## src/hdl/script_number_literal_matcher_core_macros.svh

```systemverilog
// Assertion macros for the numeric literal matcher.
// Used by the top level; expects clk and rst_n in the including scope.
`ifndef SCRIPT_NUMBER_LITERAL_MATCHER_CORE_MACROS_SVH
`define SCRIPT_NUMBER_LITERAL_MATCHER_CORE_MACROS_SVH

// same-cycle implication, held off during reset
`define SNLM_ASSERT_IMPLY(name, ante, cons, msg) \
  name: assert property (@(posedge clk) disable iff (!rst_n) (ante) |-> (cons)) \
    else $error(msg);

// next-cycle implication, held off during reset
`define SNLM_ASSERT_NEXT(name, ante, cons, msg) \
  name: assert property (@(posedge clk) disable iff (!rst_n) (ante) |=> (cons)) \
    else $error(msg);

`endif

```

## src/hdl/snlm_pkg.sv

```systemverilog
// Shared types, scan phase codes, register indexes, character constants and
// class helpers for the numeric literal matcher. No dependencies.
`default_nettype none

package snlm_pkg;

  typedef struct packed {
    logic [7:0] char_code;
    logic       first_char;
    logic       last_char;
  } in_t;

  typedef struct packed {
    logic       matched;
    logic [7:0] match_length;
  } out_t;

  typedef struct packed {
    logic allow_separators;
    logic allow_octal_prefix;
    logic allow_binary_prefix;
    logic allow_bigint_suffix;
  } cfg_t;

  // configuration register indexes (byte address 4*i)
  localparam logic [1:0] REG_SEPARATORS = 2'd0;
  localparam logic [1:0] REG_OCTAL      = 2'd1;
  localparam logic [1:0] REG_BINARY     = 2'd2;
  localparam logic [1:0] REG_BIGINT     = 2'd3;

  localparam int PH_W = 4;

  localparam logic [PH_W-1:0] PH_START   = 4'd0;
  localparam logic [PH_W-1:0] PH_SIGN    = 4'd1;
  localparam logic [PH_W-1:0] PH_ZERO    = 4'd2;
  localparam logic [PH_W-1:0] PH_INT     = 4'd3;
  localparam logic [PH_W-1:0] PH_FRAC    = 4'd4;
  localparam logic [PH_W-1:0] PH_LEADDOT = 4'd5;
  localparam logic [PH_W-1:0] PH_EXP     = 4'd6;
  localparam logic [PH_W-1:0] PH_EXPDIG  = 4'd7;
  localparam logic [PH_W-1:0] PH_HEX     = 4'd8;
  localparam logic [PH_W-1:0] PH_BIN     = 4'd9;
  localparam logic [PH_W-1:0] PH_OCT     = 4'd10;

  typedef struct packed {
    logic [PH_W-1:0] phase;
    logic            prev_was_digit;
    logic            digit_seen;
    logic            saw_point;
    logic            saw_exponent;
    logic            signed_start;
    logic            decided;
  } scan_t;

  localparam logic [7:0] CH_PLUS       = 8'h2B;
  localparam logic [7:0] CH_MINUS      = 8'h2D;
  localparam logic [7:0] CH_DOT        = 8'h2E;
  localparam logic [7:0] CH_ZERO       = 8'h30;
  localparam logic [7:0] CH_ONE        = 8'h31;
  localparam logic [7:0] CH_SEVEN      = 8'h37;
  localparam logic [7:0] CH_NINE       = 8'h39;
  localparam logic [7:0] CH_UPPER_A    = 8'h41;
  localparam logic [7:0] CH_UPPER_B    = 8'h42;
  localparam logic [7:0] CH_UPPER_E    = 8'h45;
  localparam logic [7:0] CH_UPPER_F    = 8'h46;
  localparam logic [7:0] CH_UPPER_O    = 8'h4F;
  localparam logic [7:0] CH_UPPER_X    = 8'h58;
  localparam logic [7:0] CH_UNDERSCORE = 8'h5F;
  localparam logic [7:0] CH_LOWER_A    = 8'h61;
  localparam logic [7:0] CH_LOWER_B    = 8'h62;
  localparam logic [7:0] CH_LOWER_E    = 8'h65;
  localparam logic [7:0] CH_LOWER_F    = 8'h66;
  localparam logic [7:0] CH_LOWER_N    = 8'h6E;
  localparam logic [7:0] CH_LOWER_O    = 8'h6F;
  localparam logic [7:0] CH_LOWER_X    = 8'h78;

  function automatic logic is_dec(input logic [7:0] c);
    return (c >= CH_ZERO) && (c <= CH_NINE);
  endfunction

  // digit class of the current run
  function automatic logic digit_for(input logic [7:0] c, input logic [PH_W-1:0] ph);
    logic r;
    if (ph == PH_HEX) begin
      r = is_dec(c) || ((c >= CH_LOWER_A) && (c <= CH_LOWER_F)) ||
          ((c >= CH_UPPER_A) && (c <= CH_UPPER_F));
    end else if (ph == PH_BIN) begin
      r = (c == CH_ZERO) || (c == CH_ONE);
    end else if (ph == PH_OCT) begin
      r = (c >= CH_ZERO) && (c <= CH_SEVEN);
    end else begin
      r = is_dec(c);
    end
    return r;
  endfunction

  function automatic logic needs_digits(input logic [PH_W-1:0] ph);
    return (ph == PH_LEADDOT) || (ph == PH_EXP) || (ph == PH_EXPDIG) ||
           (ph == PH_HEX) || (ph == PH_BIN) || (ph == PH_OCT);
  endfunction

  // true when the literal may legally end in this state
  function automatic logic run_ok(input logic [PH_W-1:0] ph, input logic dig,
                                  input logic prev);
    logic r;
    r = 1'b1;
    if ((ph == PH_START) || (ph == PH_SIGN)) r = 1'b0;
    if (dig && !prev) r = 1'b0;
    if (needs_digits(ph) && !dig) r = 1'b0;
    return r;
  endfunction

endpackage

`default_nettype wire

```

## src/hdl/snlm_step.sv

```systemverilog
// Per-character transition of the numeric literal scanner: next scan state,
// next length, and the result word when the scan is decided. Uses snlm_pkg.
`default_nettype none

module snlm_step #(
  parameter int MAX_LEN = 255,
  parameter int LEN_W   = 8
) (
  input  snlm_pkg::in_t      in_item,
  input  snlm_pkg::cfg_t     cfg,
  input  snlm_pkg::scan_t    st_cur,
  input  logic [LEN_W-1:0]   len_cur,
  output snlm_pkg::scan_t    st_nxt,
  output logic [LEN_W-1:0]   len_nxt,
  output logic               emit,
  output snlm_pkg::out_t     res
);

  always_comb begin
    logic [7:0]                c;
    logic [snlm_pkg::PH_W-1:0] ph;
    logic [snlm_pkg::PH_W-1:0] nx;
    logic                      skip;
    logic                      fail;
    logic                      do_take;
    logic                      end_now;
    logic                      take_end;
    logic                      ok;

    st_nxt   = st_cur;
    len_nxt  = len_cur;
    emit     = 1'b0;
    res      = '0;
    c        = in_item.char_code;
    skip     = 1'b0;
    fail     = 1'b0;
    do_take  = 1'b0;
    end_now  = 1'b0;
    take_end = 1'b0;
    ok       = 1'b0;

    // restart on a first character, otherwise drop bytes once decided
    if (in_item.first_char) begin
      st_nxt.phase          = snlm_pkg::PH_START;
      st_nxt.prev_was_digit = 1'b0;
      st_nxt.digit_seen     = 1'b0;
      st_nxt.saw_point      = 1'b0;
      st_nxt.saw_exponent   = 1'b0;
      st_nxt.signed_start   = 1'b0;
      st_nxt.decided        = 1'b0;
      len_nxt               = '0;
    end else if (st_cur.decided) begin
      skip = 1'b1;
    end

    ph = st_nxt.phase;
    nx = ph;

    if (!skip) begin
      if ((ph == snlm_pkg::PH_START) || (ph == snlm_pkg::PH_SIGN)) begin
        if ((ph == snlm_pkg::PH_START) &&
            ((c == snlm_pkg::CH_PLUS) || (c == snlm_pkg::CH_MINUS))) begin
          st_nxt.signed_start = 1'b1;
          do_take = 1'b1;
          nx = snlm_pkg::PH_SIGN;
        end else if (c == snlm_pkg::CH_ZERO) begin
          st_nxt.prev_was_digit = 1'b0;
          st_nxt.digit_seen     = 1'b0;
          do_take = 1'b1;
          nx = snlm_pkg::PH_ZERO;
        end else if (snlm_pkg::is_dec(c)) begin
          st_nxt.prev_was_digit = 1'b1;
          st_nxt.digit_seen     = 1'b1;
          do_take = 1'b1;
          nx = snlm_pkg::PH_INT;
        end else if (c == snlm_pkg::CH_DOT) begin
          st_nxt.prev_was_digit = 1'b0;
          st_nxt.digit_seen     = 1'b0;
          st_nxt.saw_point      = 1'b1;
          do_take = 1'b1;
          nx = snlm_pkg::PH_LEADDOT;
        end else begin
          fail = 1'b1;
        end
      end else if ((ph == snlm_pkg::PH_ZERO) &&
                   ((c == snlm_pkg::CH_LOWER_X) || (c == snlm_pkg::CH_UPPER_X) ||
                    (c == snlm_pkg::CH_LOWER_B) || (c == snlm_pkg::CH_UPPER_B) ||
                    (c == snlm_pkg::CH_LOWER_O) || (c == snlm_pkg::CH_UPPER_O))) begin
        if ((c == snlm_pkg::CH_LOWER_X) || (c == snlm_pkg::CH_UPPER_X)) begin
          nx = snlm_pkg::PH_HEX;
        end else if ((c == snlm_pkg::CH_LOWER_B) || (c == snlm_pkg::CH_UPPER_B)) begin
          nx = snlm_pkg::PH_BIN;
        end else begin
          nx = snlm_pkg::PH_OCT;
        end
        if (st_nxt.signed_start) begin
          fail = 1'b1;
        end else if ((nx == snlm_pkg::PH_BIN) && !cfg.allow_binary_prefix) begin
          fail = 1'b1;
        end else if ((nx == snlm_pkg::PH_OCT) && !cfg.allow_octal_prefix) begin
          fail = 1'b1;
        end else begin
          st_nxt.prev_was_digit = 1'b0;
          st_nxt.digit_seen     = 1'b0;
          do_take = 1'b1;
        end
      end else if ((ph == snlm_pkg::PH_ZERO) && snlm_pkg::is_dec(c)) begin
        st_nxt.prev_was_digit = 1'b1;
        st_nxt.digit_seen     = 1'b1;
        do_take = 1'b1;
        nx = snlm_pkg::PH_INT;
      end else if ((ph == snlm_pkg::PH_EXP) &&
                   ((c == snlm_pkg::CH_PLUS) || (c == snlm_pkg::CH_MINUS))) begin
        do_take = 1'b1;
        nx = snlm_pkg::PH_EXPDIG;
      end else if ((ph != snlm_pkg::PH_ZERO) && snlm_pkg::digit_for(c, ph)) begin
        st_nxt.prev_was_digit = 1'b1;
        st_nxt.digit_seen     = 1'b1;
        do_take = 1'b1;
        nx = (ph == snlm_pkg::PH_EXP) ? snlm_pkg::PH_EXPDIG : ph;
      end else if (c == snlm_pkg::CH_UNDERSCORE) begin
        if (!cfg.allow_separators || !st_nxt.prev_was_digit) begin
          fail = 1'b1;
        end else begin
          st_nxt.prev_was_digit = 1'b0;
          do_take = 1'b1;
        end
      end else begin
        // byte does not continue the current digit run
        if (!snlm_pkg::run_ok(ph, st_nxt.digit_seen, st_nxt.prev_was_digit)) begin
          fail = 1'b1;
        end else if (c == snlm_pkg::CH_LOWER_N) begin
          if (st_nxt.saw_point || st_nxt.saw_exponent) begin
            fail = 1'b1;
          end else if (!cfg.allow_bigint_suffix) begin
            end_now = 1'b1;
          end else begin
            do_take  = 1'b1;
            take_end = 1'b1;
          end
        end else if (((ph == snlm_pkg::PH_ZERO) || (ph == snlm_pkg::PH_INT)) &&
                     (c == snlm_pkg::CH_DOT)) begin
          st_nxt.saw_point      = 1'b1;
          st_nxt.prev_was_digit = 1'b0;
          st_nxt.digit_seen     = 1'b0;
          do_take = 1'b1;
          nx = snlm_pkg::PH_FRAC;
        end else if (((ph == snlm_pkg::PH_ZERO) || (ph == snlm_pkg::PH_INT) ||
                      (ph == snlm_pkg::PH_FRAC) || (ph == snlm_pkg::PH_LEADDOT)) &&
                     ((c == snlm_pkg::CH_LOWER_E) || (c == snlm_pkg::CH_UPPER_E))) begin
          st_nxt.saw_exponent   = 1'b1;
          st_nxt.prev_was_digit = 1'b0;
          st_nxt.digit_seen     = 1'b0;
          do_take = 1'b1;
          nx = snlm_pkg::PH_EXP;
        end else begin
          end_now = 1'b1;
        end
      end

      // length limit check, then close the scan if the byte or the string ends it
      if (fail || (do_take && (len_nxt >= LEN_W'(MAX_LEN)))) begin
        emit = 1'b1;
      end else begin
        if (do_take) begin
          len_nxt      = len_nxt + LEN_W'(1);
          st_nxt.phase = nx;
        end
        if (end_now || take_end) begin
          emit             = 1'b1;
          res.matched      = 1'b1;
          res.match_length = 8'(len_nxt);
        end else if (in_item.last_char) begin
          emit             = 1'b1;
          ok               = snlm_pkg::run_ok(st_nxt.phase, st_nxt.digit_seen,
                                              st_nxt.prev_was_digit);
          res.matched      = ok;
          res.match_length = ok ? 8'(len_nxt) : 8'd0;
        end
      end

      if (emit) st_nxt.decided = 1'b1;
    end
  end

endmodule

`default_nettype wire

```

## src/hdl/script_number_literal_matcher_core.sv

```systemverilog
// Top level of the numeric literal matcher: input word register, scan state,
// result register and APB register file. Uses snlm_pkg, snlm_step, macros header.
`default_nettype none
`include "script_number_literal_matcher_core_macros.svh"

// Scans one character per input word and reports one result word per scan:
// whether a numeric literal (optional sign, decimal with fraction and
// exponent, or 0x/0b/0o integer, optional BigInt n) starts at the word flagged
// first_char, and its length. The result is given on the word that ends the
// literal or on the last_char word; words after it are dropped until the next
// first_char. A new word is taken every cycle unless a pending result waits
// for out_ready. Each word is held in the input register, the combinational
// per-character state update reads it, and any result loads the result
// register once that register can take it; the state update sets that rate.
// Literals longer than MAX_LEN fail; match_length holds the low 8 bits.
// Configuration registers (byte address 4*i): allow_separators,
// allow_octal_prefix, allow_binary_prefix, allow_bigint_suffix; write them
// only while no scan word is in flight.
module script_number_literal_matcher_core #(
  parameter int MAX_LEN = 255
) (
  input  logic                clk,
  input  logic                rst_n,
  input  logic                in_valid,
  output logic                in_ready,
  input  snlm_pkg::in_t       in_data,
  output logic                out_valid,
  input  logic                out_ready,
  output snlm_pkg::out_t      out_data,
  input  logic                psel,
  input  logic                penable,
  input  logic                pwrite,
  input  logic [3:0]          paddr,
  input  logic [31:0]         pwdata,
  output logic [31:0]         prdata,
  output logic                pready
);

  localparam int LEN_W = $clog2(MAX_LEN + 1);

  snlm_pkg::cfg_t   cfg_r;
  logic             in_valid_r;
  snlm_pkg::in_t    in_data_r;
  snlm_pkg::scan_t  st_r;
  snlm_pkg::scan_t  st_nxt;
  logic [LEN_W-1:0] len_r;
  logic [LEN_W-1:0] len_nxt;
  logic             out_valid_r;
  snlm_pkg::out_t   out_data_r;
  logic             step_emit;
  snlm_pkg::out_t   step_res;
  logic             s1_go;
  logic             cfg_wr;

  // advance the held word once the result register can take it
  assign s1_go    = in_valid_r && (!out_valid_r || out_ready);
  assign in_ready = !in_valid_r || s1_go;

  assign out_valid = out_valid_r;
  assign out_data  = out_data_r;

  snlm_step #(
    .MAX_LEN (MAX_LEN),
    .LEN_W   (LEN_W)
  ) u_step (
    .in_item (in_data_r),
    .cfg     (cfg_r),
    .st_cur  (st_r),
    .len_cur (len_r),
    .st_nxt  (st_nxt),
    .len_nxt (len_nxt),
    .emit    (step_emit),
    .res     (step_res)
  );

  always_ff @(posedge clk) begin
    if (!rst_n) begin
      in_valid_r          <= 1'b0;
      out_valid_r         <= 1'b0;
      st_r.phase          <= snlm_pkg::PH_START;
      st_r.prev_was_digit <= 1'b0;
      st_r.digit_seen     <= 1'b0;
      st_r.saw_point      <= 1'b0;
      st_r.saw_exponent   <= 1'b0;
      st_r.signed_start   <= 1'b0;
      st_r.decided        <= 1'b1;
      len_r               <= '0;
    end else begin
      if (in_valid && in_ready) begin
        in_valid_r <= 1'b1;
      end else if (s1_go) begin
        in_valid_r <= 1'b0;
      end
      if (s1_go) begin
        st_r  <= st_nxt;
        len_r <= len_nxt;
      end
      if (s1_go && step_emit) begin
        out_valid_r <= 1'b1;
      end else if (out_ready) begin
        out_valid_r <= 1'b0;
      end
    end
  end

  // payload registers
  always_ff @(posedge clk) begin
    if (in_valid && in_ready) in_data_r <= in_data;
    if (s1_go && step_emit) out_data_r <= step_res;
  end

  // register file
  assign pready = 1'b1;
  assign cfg_wr = psel && penable && pwrite;

  always_ff @(posedge clk) begin
    if (!rst_n) begin
      cfg_r <= '0;
    end else if (cfg_wr) begin
      unique case (paddr[3:2])
        snlm_pkg::REG_SEPARATORS: cfg_r.allow_separators    <= pwdata[0];
        snlm_pkg::REG_OCTAL:      cfg_r.allow_octal_prefix  <= pwdata[0];
        snlm_pkg::REG_BINARY:     cfg_r.allow_binary_prefix <= pwdata[0];
        snlm_pkg::REG_BIGINT:     cfg_r.allow_bigint_suffix <= pwdata[0];
        default:                  cfg_r                     <= cfg_r;
      endcase
    end
  end

  always_comb begin
    unique case (paddr[3:2])
      snlm_pkg::REG_SEPARATORS: prdata = 32'(cfg_r.allow_separators);
      snlm_pkg::REG_OCTAL:      prdata = 32'(cfg_r.allow_octal_prefix);
      snlm_pkg::REG_BINARY:     prdata = 32'(cfg_r.allow_binary_prefix);
      snlm_pkg::REG_BIGINT:     prdata = 32'(cfg_r.allow_bigint_suffix);
      default:                  prdata = '0;
    endcase
  end

  `SNLM_ASSERT_IMPLY(a_fail_zero_len, out_valid_r && !out_data_r.matched, out_data_r.match_length == 8'd0, "failed result carries a length")
  `SNLM_ASSERT_NEXT(a_emit_decides, s1_go && step_emit, st_r.decided, "scan not closed after result")
  `SNLM_ASSERT_IMPLY(a_len_limit, 1'b1, len_r <= LEN_W'(MAX_LEN), "literal length past limit")
  `SNLM_ASSERT_IMPLY(a_decided_quiet, s1_go && st_r.decided && !in_data_r.first_char, !step_emit, "result without a pending scan")
  `SNLM_ASSERT_IMPLY(a_stall_cause, !in_ready, in_valid_r && out_valid_r && !out_ready, "input stalled with room downstream")

endmodule

`default_nettype wire
```

## config.mk

```make
export PLATFORM = sky130hd
export DESIGN_NAME = script_number_literal_matcher_core
export DESIGN_NICKNAME = d
export VERILOG_FILES = /design/src/hdl/snlm_pkg.sv /design/src/hdl/snlm_step.sv /design/src/hdl/script_number_literal_matcher_core.sv
export VERILOG_INCLUDE_DIRS = /design/src /design/src/hdl
export SDC_FILE = /design/constraint.sdc
export NUM_CORES = 1
export LEC_CHECK = 0
export BUFFER_PORTS_ARGS = -buffer_cell sky130_fd_sc_hd__buf_4
export CAP_MARGIN = 20
export CORE_MARGIN = 2
export CORE_UTILIZATION = 52
export DETAILED_ROUTE_END_ITERATION = 8
export PLACE_DENSITY_LB_ADDON = 0.15
export SYNTH_ARGS = -nofsm -noshare
export SYNTH_HDL_FRONTEND = slang
export SYNTH_SLANG_ARGS = --single-unit
```

## constraint.sdc

```tcl
create_clock -name clk -period 4.1 [get_ports clk]
set_input_delay 0.82 -clock clk [delete_from_list [all_inputs] [get_ports clk]]
set_output_delay 0.82 -clock clk [all_outputs]
set_load 0.005 [all_outputs]
```

* After elaboration in Yosys (flattened, before gate mapping)
Cells that the tools add are included.
Storage, ports and cells: flip-flop bits (word level) 43, latch bits 0, RAM bits 0, memory bits (read-only) 0, bits of input ports 53, output and inout port bits 44, word-level logic and storage cells 309, memories kept 0
Operators by class: add/sub/neg operators 1, multipliers 0, divide/modulo/power cells 0, $lt $le $gt $ge 8, equality and inequality tests 38, shifts and indexed selects 0, multiplexer cells 169, bitwise logic cells 0, reductions and logical operators 74
Operators by type and width (count):
- 4-bit two-way mux | 33
- 32-bit one-hot mux with 4 select lines | 1
- 1-bit two-way mux | 107
- 8-bit by 7-bit == test with 1-bit output (second input constant) | 10
- 8-bit by 6-bit == test with 1-bit output (second input constant) | 5
- 8-bit two-way mux | 5
- 4-bit == test (second input constant) | 8
- 1-bit logical OR | 32
- 4-bit by 3-bit == test with 1-bit output (second input constant) | 7
- 2-bit two-way mux | 14
- 1-bit logical AND | 23
- 10-bit two-way mux | 2
- 9-bit two-way mux | 2
- 8-bit by 7-bit greater-or-equal comparator with 1-bit output (second input constant) | 2
- 8-bit by 6-bit <= comparator with 1-bit output (second input constant) | 2
- 8-bit by 7-bit <= comparator with 1-bit output (second input constant) | 2
- 3-bit two-way mux | 5
- 1-bit logical NOT | 9
- 8-bit by 1-bit adder with 8-bit output (second input constant) | 1
- 4-bit by 1-bit == test with 1-bit output (second input constant) | 2
- 4-bit by 2-bit == test with 1-bit output (second input constant) | 2
- 8-bit by 6-bit greater-or-equal comparator with 1-bit output (second input constant) | 1
- 8-bit greater-or-equal comparator (second input constant) | 1
- 4-bit logical NOT | 2
- other kinds (7) | 12

* Longest topological paths before layout
Gate-level depths: netlist of the first run.
word-level depth 44, mapped depth 12, depth with buffers taken out 9

* Hierarchy
A second synthesis of the first run with hierarchy kept.
Unflattened totals: cell total of the unflattened synthesis 423, area total of the unflattened synthesis 3479.6 µm²
By module, submodules not included:
- script_number_literal_matcher_core | times used 1, cells an instance 164, area each 1819.2 µm², sequential area each 1051.0 µm²
- snlm_step | times used 1, cells an instance 259, area each 1660.3 µm², sequential area each 0.0 µm²

* Least setup slack after synthesis of the first run
Ideal clock, no wire load.
path type register to register, from reg in_data_r[6] (netlist bit), to reg out_data_r (netlist bit out_data[6]), data pin, setup time 0.269 ns, arrival 2.625 ns, required time 3.831 ns, setup slack 1.207 ns, cell stages (with the launch flop) 11, buffers on the path 1, clock period less this slack 2.893 ns, cell sequence edfxtp_1 -> or4b_1 -> nor4_1 -> a21oi_1 -> a21oi_1 -> o31a_1 -> buf_4 -> or3b_1 -> xnor2_1 -> nand2_1 -> nor2_1
Between the ends: cells in the longest elaborated chain, start to end 35, elaborated cells between the ends (all ways) 191, classes of those cells 7 x order compare; 24 x eq/ne; 121 x mux; 39 x reduce/logical
Ends and longest elaborated chain:
- from (decl) | line script_number_literal_matcher_core.sv:43 | snlm_pkg::in_t in_data_r;
- from (signal assigned) | line script_number_literal_matcher_core.sv:108 | if (in_valid && in_ready) in_data_r <= in_data;
- 8-bit by 6-bit greater-or-equal comparator with 1-bit output, or another cell as far along | line snlm_pkg.sv:78, snlm_pkg.sv:90
- 1-bit logical AND, on equally long branches | line snlm_pkg.sv:78, snlm_pkg.sv:85, snlm_pkg.sv:90
- 1-bit two-way mux / 1-bit logical OR (equally long branches) | line snlm_pkg.sv:89, snlm_pkg.sv:85
- 1-bit two-way mux / 1-bit logical OR (equally long branches) | line snlm_pkg.sv:87, snlm_pkg.sv:85
- 1-bit two-way mux | line snlm_pkg.sv:84 | if (ph == PH_HEX) begin
- 1-bit two-way mux | line snlm_step.sv:112 | end else if ((ph == snlm_pkg::PH_EXP) &&
- 1-bit two-way mux | line snlm_step.sv:107 | end else if ((ph == snlm_pkg::PH_ZERO) && snlm_pkg::is_dec(c)) begin
- 1-bit two-way mux | line snlm_step.sv:85 | end else if ((ph == snlm_pkg::PH_ZERO) &&
- (+19 left out)
- 1-bit two-way mux | line snlm_pkg.sv:109 | if (needs_digits(ph) && !dig) r = 1'b0;
- 1-bit two-way mux | line snlm_step.sv:173 | end else if (in_item.last_char) begin
- 1-bit two-way mux | line snlm_step.sv:169 | if (end_now || take_end) begin
- 1-bit two-way mux | line snlm_step.sv:162 | if (fail || (do_take && (len_nxt >= LEN_W'(MAX_LEN)))) begin
- 1-bit two-way mux | line snlm_step.sv:59 | if (!skip) begin
- 8-bit two-way mux | line snlm_step.sv:178 | res.match_length = ok ? 8'(len_nxt) : 8'd0;
- 9-bit two-way mux | line snlm_step.sv:173
- 9-bit two-way mux | line snlm_step.sv:169
- to (signal assigned) | line script_number_literal_matcher_core.sv:109 | if (s1_go && step_emit) out_data_r <= step_res;
- to (decl) | line script_number_literal_matcher_core.sv:49 | snlm_pkg::out_t out_data_r;
Parallel ways exist; a longest one is shown, timed or not. The select of a mux whose other input is x is not followed. A chain may end at the register's enable or synchronous reset.

* Worst setup path in the final report of the first run
from reg in_data_r[5] (netlist bit), to reg out_data_r (netlist bit out_data[7]), data pin
Same word-level chain as after synthesis.

==> results of run 1 <==
## final cells by class
type	instances	area, um^2	area share [%]
timing repair buffer	39	293	8.48
clock buffer	6	72.6	2.10
clock inverter	2	12.5	0.362
sequential	43	1050	30.4
multi-input combinational	292	1900	54.9
tap	75	93.8	2.72
inverter	9	33.8	0.978
## how the worst max path moves through the flow
stage	startpoint	endpoint	cells after the start	slack, ns
6_report	in_data_r[5]$_DFFE_PP_	out_data[7]$_SDFFCE_PP0P_	9	0.58
5_1_grt	in_data_r[5]$_DFFE_PP_	out_data[7]$_SDFFCE_PP0P_	9	0.34
4_1_cts	in_data_r[5]$_DFFE_PP_	out_data[1]$_SDFFCE_PP0P_	9	0.62
3_5_place_dp	in_data_r[5]$_DFFE_PP_	out_data[1]$_SDFFCE_PP0P_	9	0.63
3_3_place_gp	in_data_r[5]$_DFFE_PP_	out_data[2]$_SDFFCE_PP0P_	9	0.67
2_1_floorplan	in_data_r[6]$_DFFE_PP_	out_data[6]$_SDFFCE_PP0P_	10	1.21
## flip-flops by register name (all words and copies together) (netlist names)
| signal | count |
|---|---|
| in_valid_r | 1 |
| st_r | 10 |
| out_data | 9 |
| out_valid | 1 |
| cfg_r | 4 |
| in_data_r | 10 |
| len_r | 8 |
## Yosys cell counts, drive strengths merged (3+ instances only)
cell | number | area share, %
a211oi | 3 | 0.70
a21oi | 17 | 2.7
a22oi | 3 | 0.70
a31oi | 6 | 1.2
and2 | 7 | 1.4
and3 | 3 | 0.59
buf | 44 | 9.7
clkbuf | 6 | 0.70
dfxtp | 24 | 15
edfxtp | 19 | 18
inv | 9 | 1.1
mux2i | 6 | 1.9
nand2 | 32 | 3.8
nand2b | 9 | 1.8
nand3 | 12 | 1.9
nand3b | 3 | 0.70
nand4 | 4 | 0.78
nand4b | 3 | 0.82
nor2 | 33 | 3.9
nor2b | 6 | 1.2
nor3 | 13 | 3.0
nor3b | 4 | 0.94
o211ai | 6 | 1.6
o21a | 4 | 0.98
o21ai | 10 | 1.9
o22ai | 4 | 0.78
o311ai | 6 | 2.4
or2 | 4 | 0.86
or3 | 6 | 1.2
or4 | 3 | 0.82
or4b | 3 | 1.1
xnor2 | 7 | 1.9
xor2 | 3 | 0.82
## power groups by stage
stage	clock network, mW	registers, mW	logic [mW]
3_3_place_gp	0	0.480	0.0899
3_5_place_dp	0	0.480	0.0903
4_1_cts	0.270	0.470	0.0906
2_1_floorplan	0	0.473	0.0832
6_report	0.260	0.471	0.0914
5_1_grt	0.283	0.473	0.103
## worst register-to-register path, stage by stage, from the launching register on
cell and delay, ns:
edfxtp_1 0.53, or4b_1 0.56, nor4_1 0.38, a21oi_1 0.20
a21oi_1 0.34, o31a_1 0.29, nor3b_1 0.44, o21a_1 0.18
o211ai_2 0.23, nor3_2 0.22
## layer usage
| metal | vias up | track usage, % | share of wire [%] |
|---|---|---|---|
| met1 | 1304 | 34.9 | 46 |
| met3 | 21 | 5.11 | 8.0 |
| met2 | 153 | 35.2 | 43 |
| met5 | - | 0 | 0 |
| li1 | 1338 | - | - |
| met4 | 0 | 10.3 | 2.8 |
## per-stage QoR
stage	hold WS [ns]	instances	setup WS, ns	util [%]
final	0.474	466	0.578	58.3
after global routing	0.520	466	0.337	58.3
after CTS	0.481	466	0.625	58.3
after detailed placement	0.468	458	0.631	56.9
after global placement	0.461	458	0.669	56.9
after floorplan	0.441	394	1.21	-
## cell families after synthesis
group | count (synthesis) | share of synthesized area [%]
DFF | 43 | 32.8
adders and majority gates | 1 | 0.391
AOI/OAI and AO/OA | 85 | 21.3
other | 2 | 0.235
and+or+nand+nor | 157 | 28.5
xor gates and xnor gates | 10 | 2.74
buffers and inverters | 59 | 11.4
muxes | 7 | 2.58
## placed cells by master (no fill, tap or decap), types with 5 or more instances in the layout
cell type  Yosys  final
a21oi_1       17     17
a31oi_1        6      6
and2_1         6      6
buf_4         34     39
clkbuf_8       0      5
conb_1         2     32
dfxtp_1       24     24
edfxtp_1      19     19
inv_1          9      9
mux2i_1        6      6
nand2_1       32     32
nand2b_1       9      9
nand3_1       12     12
nor2_1        33     33
nor2b_1        6      6
nor3_1         8      8
o211ai_1       5      5
o21ai_0        7      7
or3_1          6      6
xnor2_1        7      7
==> impl_metrics.json, run 1 <==
{
  "outcome": "finished clean",
  "worstSetupPathType": "reg -> reg",
  "ctsRootBufferMaster": "clkbuf_8",
  "ys_seq_area_share_pct": 32.8,
  "die_area_um2": 6800,
  "netlist_area_um2": 3200,
  "synth_warnings": 0,
  "worst_slew_pin_slew_ns": 0.762,
  "whs_endpoint": "len_r[1]$_SDFFE_PN0P_",
  "hp-start": "len_r[1]$_SDFFE_PN0P_",
  "rrSetupSlack_ns": 0.58,
  "synth_cell_types": 82,
  "numCtsBuffers": 5,
  "drt_pass1_iterations": 5,
  "rsz0062_at_grt": "false",
  "critPathBufInv": 0,
  "crit_fanout": 11,
  "drtIter0Drc": 211,
  "drive_gt1_share_pct": 18.2,
  "die_x_um": 82.5,
  "power_density_nw_per_um2": 238,
  "grt_pass1_wl_um": 12500,
  "irDropWorstVdd_v": 0.000235,
  "start_kind": "register",
  "clockBufferDepth": 2,
  "nets": 444,
  "leakage_nw": 1.26,
  "ys.flop_type": "dfxtp_1",
  "cp_top_family": "simple AND/OR/NAND/NOR gates",
  "rr_worst_depth": 9,
  "rows": 28,
  "antenna-diode-count": 0,
  "wl_per_cell_um": 16.3,
  "endpoint_kind": "register",
  "areaGrowthSynthToFinish_pct": 7.90,
  "slowest_stage": "or4b_1",
  "placed_cell_area_um2": 3370,
  "p_total_mw": 0.822,
  "synth_cells": 364,
  "switchingPower_mw": 0.209,
  "ctsHoldBuffers": 0,
  "grt-ovfl-total": 0,
  "finalCritPeriodShare_pct": 85.9,
  "syn_area_per_cell_um2": 8.79,
  "cts_resized": 0,
  "cpMostUsedCell": "a21oi_1",
  "timing.setup.tns_ns": 0,
  "clkSinkCount": 43,
  "r2r_end": "out_data[7]$_SDFFCE_PP0P_",
  "regToRegStartpoint": "in_data_r[5]$_DFFE_PP_",
  "ios": 97,
  "clk_latency_ns": 0.29,
  "design_area_um2": 3450,
  "fin_skew_ns": 0.00732,
  "hold_viol_final": 0,
  "min_path_type": "reg -> reg",
  "grt_usage_pct": 24.3,
  "postRouteAntennaNets": 0,
  "power.internal_mw": 0.613,
  "p_clk_share_pct": 31.6,
  "h-tree-depth": 2,
  "vias_per_cell": 6.04,
  "drv_slew": 0,
  "dp_hpwl_um": 5740,
  "pwr-share-comb_pct": 11.1,
  "whs_path_depth": 2,
  "port_buffers": 31,
  "vias": 2816,
  "core_area_um2": 5920,
  "fmax_ghz": 0.284,
  "grt_max_degree": 22,
  "drc_errors": 0,
  "switching_share_pct": 25.4,
  "path_cells": "or4b_1 -> nor4_1 -> a21oi_1 -> a21oi_1 -> o31a_1 -> nor3b_1 -> o21a_1 -> o211ai_2 -> nor3_2",
  "critical_path_required_ns": 4.25,
  "start_util_pct": 54.1,
  "cp.arrival_ns": 3.67,
  "synth-edff-count": 19,
  "ys_ff_latch": 43,
  "path_clk_slew_ns": 0.08,
  "drv_cap": 0,
  "cts_setup_buffers": 0,
  "async_flop_share_pct": 0,
  "p_seq_share_pct": 57.2,
  "grt_antenna_before_repair": 0,
  "max_slew_margin_pct": 48.4,
  "wirelength_um": 7570,
  "n_fill_cell": 552,
  "finalCriticalPeriod_ns": 3.52,
  "cpPeakStageDelay_ns": 0.56,
  "grt_pass1_vias": 2467,
  "setup_violations": 0,
  "gp_congestion": 0.978,
  "tritoncts": "yes",
  "die_h_um": 82.5
}
Power figures use the tool's default switching activity.
==> run 2: changes to the inputs <==
ABC_AREA = 1   (was not set)
CORE_UTILIZATION = 53   (was 52)
==> run 2 against run 1 <==
Against the previous run:
- hold slack worse by 0.0038 ns
- sequential share of layout area is 1.8 points lower
- sequential power is 3% higher
- synthesized area is 7.5% higher
- final cell count is 27% higher
- die area is 5.2% higher
- worst setup slack better by 0.44 ns
- critical endpoint is now out_data[6]$_SDFFCE_PP0P_
==> impl_metrics.json, run 2 <==
{
  "rr_worst_depth": 16,
  "hp-start": "st_r[2]$_SDFFE_PN0P_",
  "syn_area_per_cell_um2": 7.08,
  "min_path_type": "reg -> reg",
  "yosys.area_share.simple_pct": 36.9,
  "finalCritPeriodShare_pct": 75.1,
  "p_total_mw": 0.945,
  "die_area_um2": 7150,
  "placed_cell_area_um2": 3580,
  "yosysTopAreaCellShare_pct": 16.6,
  "timing.setup.tns_ns": 0,
  "dp_hpwl_um": 5980,
  "netlist_area_um2": 3440,
  "start_util_pct": 54.5,
  "irDropWorstVdd_v": 0.000210,
  "ctsHoldBuffers": 0,
  "power.internal_mw": 0.650,
  "crit_fanout": 14,
  "setup_violations": 0,
  "numCtsBuffers": 5,
  "clockBufferDepth": 2,
  "design_area_um2": 3670,
  "async_flop_share_pct": 0,
  "yosysMostFrequentCell": "nand2_1",
  "port_buffers": 31,
  "rows": 29,
  "nets": 569,
  "setup_ws_ns": 1.02,
  "grt_pass1_vias": 2800,
  "worst_slew_pin_slew_ns": 0.761,
  "grt_max_degree": 24,
  "postRouteAntennaNets": 0,
  "critical_path_required_ns": 4.25,
  "die_h_um": 84.6,
  "ctsRootBufferMaster": "clkbuf_8",
  "synth_top_family_by_area": "simple AND/OR/NAND/NOR gates",
  "drtIter0Drc": 229,
  "yosys-top-cells-area": "edfxtp_1 (17%), dfxtp_1 (14%), nand2_1 (12%), buf_4 (7.0%), inv_1 (5.9%)",
  "switching_share_pct": 31.2,
  "switchingPower_mw": 0.295,
  "fin_worst_hold_slack_ns": 0.470,
  "startpoint": "in_data_r[1]$_DFFE_PP_",
  "synth_mux_area_share_pct": 0,
  "drv_cap": 0,
  "tritoncts": "yes",
  "power_density_nw_per_um2": 257,
  "dp_slack_ns": 1.03,
  "cpPeakStageDelay_ns": 0.68,
  "vias": 3140,
  "outcome": "finished clean",
  "dp_cells": 585,
  "fin_skew_ns": 0.00845,
  "vias_per_cell": 5.30,
  "p_clk_share_pct": 28.8,
  "synth-edff-count": 19,
  "leakage_nw": 1.70,
  "drv_slew": 0,
  "synth_xor_area_share_pct": 1.53,
  "grt-ovfl-total": 0,
  "drc_errors": 0,
  "cp.arrival_ns": 3.23,
  "final_common_cell": "nand2_1",
  "grt_usage_pct": 21.8,
  "path_clk_slew_ns": 0.09,
  "regToRegStartpoint": "in_data_r[1]$_DFFE_PP_",
  "cts_setup_buffers": 0,
  "h-tree-depth": 2,
  "wirelength_um": 7640,
  "yosys-top-cells-count": "nand2_1 (110), inv_1 (54), nor2_1 (43)",
  "ys_ff_latch": 43,
  "rrSetupSlack_ns": 1.02,
  "areaGrowthSynthToFinish_pct": 6.66,
  "max_slew_margin_pct": 49.2,
  "synth_compound_area_share_pct": 14.0,
  "antenna-diode-count": 0,
  "slowest_stage": "edfxtp_1",
  "worstSetupPathType": "reg -> reg",
  "hold_viol_final": 0,
  "whs_path_depth": 2,
  "fmax_ghz": 0.325,
  "p_seq_share_pct": 51.1,
  "most-common-layout-cells": "nand2_1 (110), inv_1 (54), nor2_1 (43)",
  "drive_gt1_share_pct": 19.8,
  "synth_cell_types": 46,
  "grt_antenna_before_repair": 0,
  "ios": 97,
  "cts_resized": 0,
  "start_kind": "register",
  "ys.flop_type": "dfxtp_1",
  "postLayoutCoreUtil_pct": 58.1,
  "gp_congestion": 0.909,
  "yosys.area.top_type": "edfxtp_1",
  "rsz0062_at_grt": "false",
  "ys_seq_area_share_pct": 30.6,
  "synth_cells": 486,
  "path_cells": "inv_8 -> nand2_4 -> nand2_4 -> nor2_4 -> inv_2 -> a31oi_4 -> nand2_2 -> nor2_2 -> nor2_4 -> nand2_8 -> inv_4 -> nand2_1 -> nand3_2 -> inv_2 -> nand3_2 -> a21oi_1",
  "finalCriticalPeriod_ns": 3.08,
  "drt_pass1_iterations": 5,
  "synth_warnings": 0,
  "clk_latency_ns": 0.30,
  "synth_fa_ha_area_share_pct": 0.364,
  "instances_no_fill": 593,
  "wl_per_cell_um": 12.9,
  "clkSinkCount": 43,
  "die_x_um": 84.6,
  "grt_pass1_wl_um": 12800,
  "core_area_um2": 6310,
  "pwr-share-comb_pct": 20.1,
  "endpoint_kind": "register"
}
[run 2: worst paths after layout]
kind	end
setup / recovery	out_data[6]$_SDFFCE_PP0P_
hold reg to reg	st_r[2]$_SDFFE_PN0P_
setup reg to reg	out_data[6]$_SDFFCE_PP0P_
hold / removal	st_r[2]$_SDFFE_PN0P_
[run 2: power groups by stage]
stage	logic, mW	registers (mW)	clock network, mW
6_report	0.190	0.483	0.272
2_1_floorplan	0.164	0.488	0
3_3_place_gp	0.184	0.492	0
5_1_grt	0.213	0.485	0.290
4_1_cts	0.188	0.483	0.277
3_5_place_dp	0.187	0.493	0
[run 2: kinds of logic after synthesis]
| group | count (synthesis) |
|---|---|
| buffers and inverters | 106 |
| flip-flops | 43 |
| other | 2 |
| adder cells (fa/ha/maj) | 1 |
| AO/OA/AOI/OAI | 78 |
| AND/OR/NAND/NOR | 250 |
| XOR/XNOR | 6 |
[run 2: layout make-up]
cell class,count,area [um^2]
fill,624,2650
multi-input combinational,367,1940
sequential,43,1050
inverter,66,258
timing repair buffer,32,240
tap,77,96.3
clock buffer,6,72.6
clock inverter,2,12.5
[run 2: metal layers]
metal | track usage [%] | part of all wire (%) | vias to the layer above | wire [um]
met5 | 0 | 0 | - | 0
li1 | - | - | 1568 | -
met3 | 3.74 | 5.8 | 16 | 442
met4 | 6.93 | 1.7 | 0 | 128
met1 | 29.0 | 46 | 1432 | 3490
met2 | 36.3 | 47 | 124 | 3580
[run 2: critical path: cells and delay by family (launching register included)]
kind,cells,cell delay [ns]
AND/OR/NAND/NOR,10,1.24
AO/OA/AOI/OAI,2,0.35
buffers and inverters,4,0.65
flip-flops,1,0.68
